## config.mk

```make
export PLATFORM = sky130hd
export DESIGN_NAME = midi_note_gate_mapper_learn
export DESIGN_NICKNAME = d
export VERILOG_FILES = /design/src/hdl/mngml_pkg.sv /design/src/hdl/mngml_table.sv /design/src/hdl/midi_note_gate_mapper_learn.sv
export SDC_FILE = /design/constraint.sdc
export NUM_CORES = 1
export LEC_CHECK = 0
export BUFFER_PORTS_ARGS = -buffer_cell sky130_fd_sc_hd__buf_2
export CORE_MARGIN = 10
export CORE_UTILIZATION = 44
export CTS_BUF_LIST = sky130_fd_sc_hd__clkbuf_16
export DETAILED_ROUTE_END_ITERATION = 6
export GPL_TIMING_DRIVEN = 1
export HOLD_SLACK_MARGIN = 0.03
export PLACE_DENSITY = 0.71
export RECOVER_POWER = 25
export SKIP_LAST_GASP = 1
export SLEW_MARGIN = 20
export SYNTH_ARGS = -nofsm -noshare
export SYNTH_HDL_FRONTEND = slang
export SYNTH_SLANG_ARGS = --single-unit
```

## constraint.sdc

```tcl
create_clock -name clk -period 2.85 [get_ports clk]
set_input_delay 0.1425 -clock clk [delete_from_list [all_inputs] [get_ports clk]]
set_output_delay 0.1425 -clock clk [all_outputs]
set_load 0.01 [all_outputs]
```

## src/hdl/mngml_pkg.sv

```systemverilog
// Shared types and constants for the MIDI note gate mapper with learn mode.
// Used by the top level, the table module and the checker. No dependencies.
package mngml_pkg;

    // Default number of table entries.
    localparam int ENTRIES_DEF = 8;

    // Width of the gate vector shown in a result.
    localparam int GATE_W = 8;

    // Width of the blink slot field in a result.
    localparam int BLINK_W = 3;

    typedef enum logic [1:0] {
        OP_NOTE_ON     = 2'd0,
        OP_NOTE_OFF    = 2'd1,
        OP_LEARN_START = 2'd2,
        OP_LEARN_STOP  = 2'd3
    } op_t;

    // One note event.
    typedef struct packed {
        op_t        opcode;
        logic [3:0] channel;
        logic [6:0] note;
    } ev_t;

    // One result: the state after an event.
    typedef struct packed {
        logic [GATE_W-1:0]  gate_bits;
        logic               learning;
        logic [BLINK_W-1:0] blink_slot;
    } res_t;

endpackage

```

## src/hdl/mngml_table.sv

```systemverilog
// Learned (channel, note) table, gate flags and learn sequencer.
// Depends on mngml_pkg for the event and result types.
module mngml_table #(
    parameter int ENTRIES = mngml_pkg::ENTRIES_DEF
) (
    input  logic              clk,
    input  logic              rst_n,
    input  logic              fire,
    input  mngml_pkg::ev_t    ev,
    output mngml_pkg::res_t   res
);

    localparam int SLOT_W     = (ENTRIES > 1) ? $clog2(ENTRIES) : 1;
    localparam int PAD_W      = (ENTRIES > mngml_pkg::GATE_W) ? ENTRIES : mngml_pkg::GATE_W;
    localparam int SLOT_PAD_W = (SLOT_W > mngml_pkg::BLINK_W) ? SLOT_W : mngml_pkg::BLINK_W;
    localparam logic [SLOT_W-1:0] LAST_SLOT = SLOT_W'(ENTRIES - 1);

    logic [3:0]        entry_channel_reg [ENTRIES];
    logic [6:0]        entry_note_reg    [ENTRIES];
    logic [ENTRIES-1:0] entry_valid_reg;
    logic [ENTRIES-1:0] entry_valid_next;
    logic [ENTRIES-1:0] gate_reg;
    logic [ENTRIES-1:0] gate_next;
    logic              learn_active_reg;
    logic              learn_active_next;
    logic [SLOT_W-1:0] learn_slot_reg;
    logic [SLOT_W-1:0] learn_slot_next;

    logic               wr_en;
    logic [ENTRIES-1:0] match;
    logic [ENTRIES-1:0] forced;
    logic [ENTRIES-1:0] shown;
    logic [PAD_W-1:0]   shown_pad;
    logic [SLOT_PAD_W-1:0] slot_pad;

    always_comb
    begin
        for (int i = 0; i < ENTRIES; i++)
        begin
            match[i] = entry_valid_reg[i]
                       && (entry_channel_reg[i] == ev.channel)
                       && (entry_note_reg[i] == ev.note);
        end
    end

    always_comb
    begin
        gate_next         = gate_reg;
        entry_valid_next  = entry_valid_reg;
        learn_active_next = learn_active_reg;
        learn_slot_next   = learn_slot_reg;
        wr_en             = 1'b0;
        case (ev.opcode)
            mngml_pkg::OP_NOTE_ON:
            begin
                if (!learn_active_reg)
                begin
                    gate_next = gate_reg | match;
                end
                else
                begin
                    wr_en = 1'b1;
                    entry_valid_next[learn_slot_reg] = 1'b1;
                    if (learn_slot_reg == LAST_SLOT)
                    begin
                        learn_active_next = 1'b0;
                        learn_slot_next   = '0;
                    end
                    else
                    begin
                        learn_slot_next = learn_slot_reg + SLOT_W'(1);
                    end
                end
            end
            mngml_pkg::OP_NOTE_OFF:
            begin
                if (!learn_active_reg)
                begin
                    gate_next = gate_reg & ~match;
                end
            end
            mngml_pkg::OP_LEARN_START:
            begin
                if (!learn_active_reg)
                begin
                    learn_active_next = 1'b1;
                    learn_slot_next   = '0;
                end
            end
            mngml_pkg::OP_LEARN_STOP:
            begin
                learn_active_next = 1'b0;
                learn_slot_next   = '0;
            end
            default:
            begin
                learn_active_next = learn_active_reg;
            end
        endcase
    end

    // The result reflects the state after this event.
    always_comb
    begin
        for (int i = 0; i < ENTRIES; i++)
        begin
            forced[i] = learn_active_next && (learn_slot_next == SLOT_W'(i));
        end
        shown          = gate_next & ~forced;
        shown_pad      = PAD_W'(shown);
        slot_pad       = SLOT_PAD_W'(learn_slot_next);
        res.gate_bits  = shown_pad[mngml_pkg::GATE_W-1:0];
        res.learning   = learn_active_next;
        res.blink_slot = learn_active_next ? slot_pad[mngml_pkg::BLINK_W-1:0] : '0;
    end

    always_ff @(posedge clk or negedge rst_n)
    begin
        if (!rst_n)
        begin
            entry_valid_reg  <= '0;
            gate_reg         <= '0;
            learn_active_reg <= 1'b0;
            learn_slot_reg   <= '0;
        end
        else if (fire)
        begin
            entry_valid_reg  <= entry_valid_next;
            gate_reg         <= gate_next;
            learn_active_reg <= learn_active_next;
            learn_slot_reg   <= learn_slot_next;
        end
    end

    // Pair storage is qualified by the valid bits, so it needs no reset.
    always_ff @(posedge clk)
    begin
        if (fire && wr_en)
        begin
            entry_channel_reg[learn_slot_reg] <= ev.channel;
            entry_note_reg[learn_slot_reg]    <= ev.note;
        end
    end

endmodule

```

## src/hdl/midi_note_gate_mapper_learn.sv

```systemverilog
// Top level of the MIDI note gate mapper with learn mode.
// Depends on mngml_pkg and instantiates mngml_table.

// The block takes one note event per transfer on the ev channel and returns
// exactly one result per event on the res channel, showing the gate vector,
// the learn flag and the slot being learned after that event. It sustains
// one event per clock cycle while res_ready keeps the result register
// draining: every table entry is compared in parallel in a single pass
// between the event register and the result register. An event is taken
// into the event register and its result is then registered in the result
// register, from which it is offered on res.
// A result waiting on res_ready does not stop the next event from being
// taken into the event register; only when both registers are full does
// ev_ready drop. While learning, note-ons fill slots from 0 upward and
// note-offs are ignored; for ENTRIES <= GATE_W the learn slot gate is low.
module midi_note_gate_mapper_learn #(
    parameter int ENTRIES = mngml_pkg::ENTRIES_DEF
) (
    input  logic            clk,
    input  logic            rst_n,
    input  logic            ev_valid,
    output logic            ev_ready,
    input  mngml_pkg::ev_t  ev_data,
    output logic            res_valid,
    input  logic            res_ready,
    output mngml_pkg::res_t res_data
);

    logic            stage_valid_reg;
    logic            stage_valid_next;
    mngml_pkg::ev_t  stage_data_reg;
    logic            res_valid_reg;
    logic            res_valid_next;
    mngml_pkg::res_t res_data_reg;
    mngml_pkg::res_t table_res;
    logic            ev_accept;
    logic            advance;

    // The event register moves on whenever the result register is free or
    // is being emptied in this cycle.
    assign advance   = stage_valid_reg && (!res_valid_reg || res_ready);
    assign ev_ready  = !stage_valid_reg || advance;
    assign ev_accept = ev_valid && ev_ready;

    always_comb
    begin
        stage_valid_next = stage_valid_reg;
        if (ev_accept)
        begin
            stage_valid_next = 1'b1;
        end
        else if (advance)
        begin
            stage_valid_next = 1'b0;
        end

        res_valid_next = res_valid_reg;
        if (advance)
        begin
            res_valid_next = 1'b1;
        end
        else if (res_ready)
        begin
            res_valid_next = 1'b0;
        end
    end

    // The table commits its state update in the same cycle that the result
    // is captured, so events are applied strictly in arrival order.
    mngml_table #(
        .ENTRIES (ENTRIES)
    ) u_table (
        .clk   (clk),
        .rst_n (rst_n),
        .fire  (advance),
        .ev    (stage_data_reg),
        .res   (table_res)
    );

    always_ff @(posedge clk or negedge rst_n)
    begin
        if (!rst_n)
        begin
            stage_valid_reg <= 1'b0;
            res_valid_reg   <= 1'b0;
        end
        else
        begin
            stage_valid_reg <= stage_valid_next;
            res_valid_reg   <= res_valid_next;
        end
    end

    always_ff @(posedge clk)
    begin
        if (ev_accept)
        begin
            stage_data_reg <= ev_data;
        end
        if (advance)
        begin
            res_data_reg <= table_res;
        end
    end

    assign res_valid = res_valid_reg;
    assign res_data  = res_data_reg;

endmodule

```

==> impl_metrics.ini <==
[outcome]
status = finished clean

[critical_path]
cp_data_arrival_time_ps = 2450
crit_required_ps = 3110
worst-path-max-fanout = 16
critPathCaptureType = flop
worst_setup_path_start_kind = flop
path_class = reg2reg

[timing]
slew_headroom = 0.118
worst_pin_slew_ps = 1320
hold_violations = 0
layout_setup_ws_ps = 667
max_freq_ghz = 0.458
skew_ps = 14.8
setup_viol = 0
slew_violations = 0
finalCritPeriodShare = 0.766
rsz0062_at_grt = no
fin_crit_ps = 2180
tns_ps = 0

[synthesis]
seq_area_frac_synth = 0.677
synth_area_leaders = edfxtp_1, xnor2_1, dfrtp_1
yosysTopAreaCellShare = 0.583
syn_avg_cell_area_um2 = 14.8
synth_edf_count = 113
yosysMostFrequentCell = edfxtp_1
synth_nets = 413
synthCells = 394
yosysTopAreaCell = edfxtp_1
ys.flop_type = edfxtp_1
yosysUniqueCellTypes = 37
syn_area_um2 = 5820
synth_common_cells = edfxtp_1, xnor2_1, nand4_1
ys_warn_count = 0
postSynth.asyncResetShare = 0.163
synth_seq_cells = 135

[power_and_ir_drop]
p_leak_nw = 2.29
power_frac_seq = 0.511
p_per_area_nw_per_um2 = 655
switching_share = 0.223
internal_power_mw = 3.49
ir_drop_mv = 0.396
p_comb_frac = 0.057
p_total_mw = 4.49
power_switching_mw = 1.00
clock_power_share = 0.432

[floorplan]
die_area_um2 = 18200
io_pins = 31
die_x_um = 135
coreArea_um2 = 12800
initial_utilization = 0.456
dieHeight_um = 135
rows = 41

[global_route]
grt_pass1_wl_um = 18800
grt_max_degree = 25
antenna_found_initial = 0
first_global_vias = 3362
grt_usage = 0.138
overflow = 0

[clocking]
clock-sinks = 135
ctsResizeCount = 0
cts_buffers = 17
htreeDepth = 4
cts_root_buf = clkbuf_16
clockBufferDepth = 2
cts_tree = yes
insertion_delay_ps = 430
path_clk_slew_ps = 50
postCtsSetupBuffers = 0

[detailed_routing]
drtPass1Iterations = 5
routedWlPerCell_um = 18.9
drt_iter0_markers = 330
antenna_left = 0
routed_wl_um = 12100
vias_per_cell = 5.28
drc = 0
vias = 3374

[placement]
place.gp.congestion = 0.816
placedInstanceArea_um2 = 6180
post-place-ws_ps = 672
port_buffers = 30
hpwlAfterDp_um = 7850

[flow_run]
cap_violations = 0

[min_path]
min_path_type = in2reg

[cells_and_area]
multi_input_area_um2 = 1720
drive_above_1_share = 0.156
final_nets = 473
antennaDiodeCount = 0
synthToLayoutAreaGrowth_pct = 17.8
regArea_um2 = 3940
design_area_um2 = 6860
largest_register_ffs = 56
utilization = 0.537
nFillCells = 1040
## metrics by stage
stage               instances  hold WS (ps)
global route              639           103
detailed placement        591           158
global placement          591           162
CTS                       639          47.1
finish                    639          72.2
floorplan                 394          -153
## power groups by stage
stage / logic, mW / registers [mW] / clock network (mW)
final: 0.258 / 2.29 / 1.94
after detailed placement: 0.243 / 2.33 / 0
after floorplan: 0.206 / 2.27 / 0
after global placement: 0.238 / 2.33 / 0
after CTS: 0.263 / 2.29 / 1.97
after global routing: 0.284 / 2.30 / 2.06
## placed cells by master, fill, tap and decap left out, types with 8 or more instances in the layout
master / instances
dfrtp_1: 22
clkbuf_1: 9
nand2b_1: 8
nor4_1: 8
dlygate4sd3_1: 16
buf_4: 14
or2_2: 8
inv_1: 17
nor2_1: 10
xnor2_1: 88
or4_1: 8
mux2i_1: 10
clkbuf_16: 17
edfxtp_1: 113
buf_2: 21
nand4_1: 25
o31ai_1: 9
## area by class of cell
class	count	area share
sequential	135	0.575
tap	172	0.0314
timing repair buffer	60	0.0589
clock buffer	17	0.0620
clock inverter	15	0.0148
inverter	12	0.00657
multi-input combinational	228	0.251
## repair_timing
| action | 4_1_cts | 5_1_grt |
|---|---|---|
| hold buffers | 16 | 0 |
| endpoints found under the hold margin | 36 | 0 |
| endpoints found under the setup margin | 0 | 0 |
## cells by family (layout without fill, tap and decap cells)
| family | count (synthesis) | count (layout) | synth area share |
|---|---|---|---|
| adder cells (fa/ha/maj) | 2 | 2 | 0.00430 |
| buffers and inverters | 31 | 104 | 0.0269 |
| flip-flops | 135 | 135 | 0.677 |
| AND/OR/NAND/NOR | 97 | 97 | 0.104 |
| XOR/XNOR | 88 | 88 | 0.132 |
| AO/OA/AOI/OAI | 30 | 30 | 0.0359 |
| multiplexers | 11 | 11 | 0.0191 |
## per-layer routing
metal | track usage | vias up | share of wire
li1 | - | 1577 | -
met1 | 0.179 | 1689 | 0.45
met2 | 0.207 | 97 | 0.47
met3 | 0.0464 | 11 | 0.061
met4 | 0.0562 | 0 | 0.012
met5 | 0 | - | 0
## worst paths after layout
kind / start / end / slack [ps] / depth (start not counted)
worst max-delay path: stage_data_reg[9] / res_data[6] / 670 / 4
worst min-delay path: res_ready / res_valid / 70 / 3
worst max register to register: stage_data_reg[9] / res_data[6] / 670 / 4
worst min register to register: u_table.entry_valid_reg[4] / u_table.entry_valid_reg[4] / 460 / 1
max in group asynchronous: rst_n / u_table.gate_reg[5] / 1530 / 2
min in group asynchronous: rst_n / u_table.learn_active_reg / 530 / 2
## worst max-delay path, stage by stage, from the launching register on
cell	delay, ps
edfxtp_1	890
xnor2_1	200
nand4_1	240
or4_1	520
a32oi_1	170
Power figures use the tool's default switching activity.
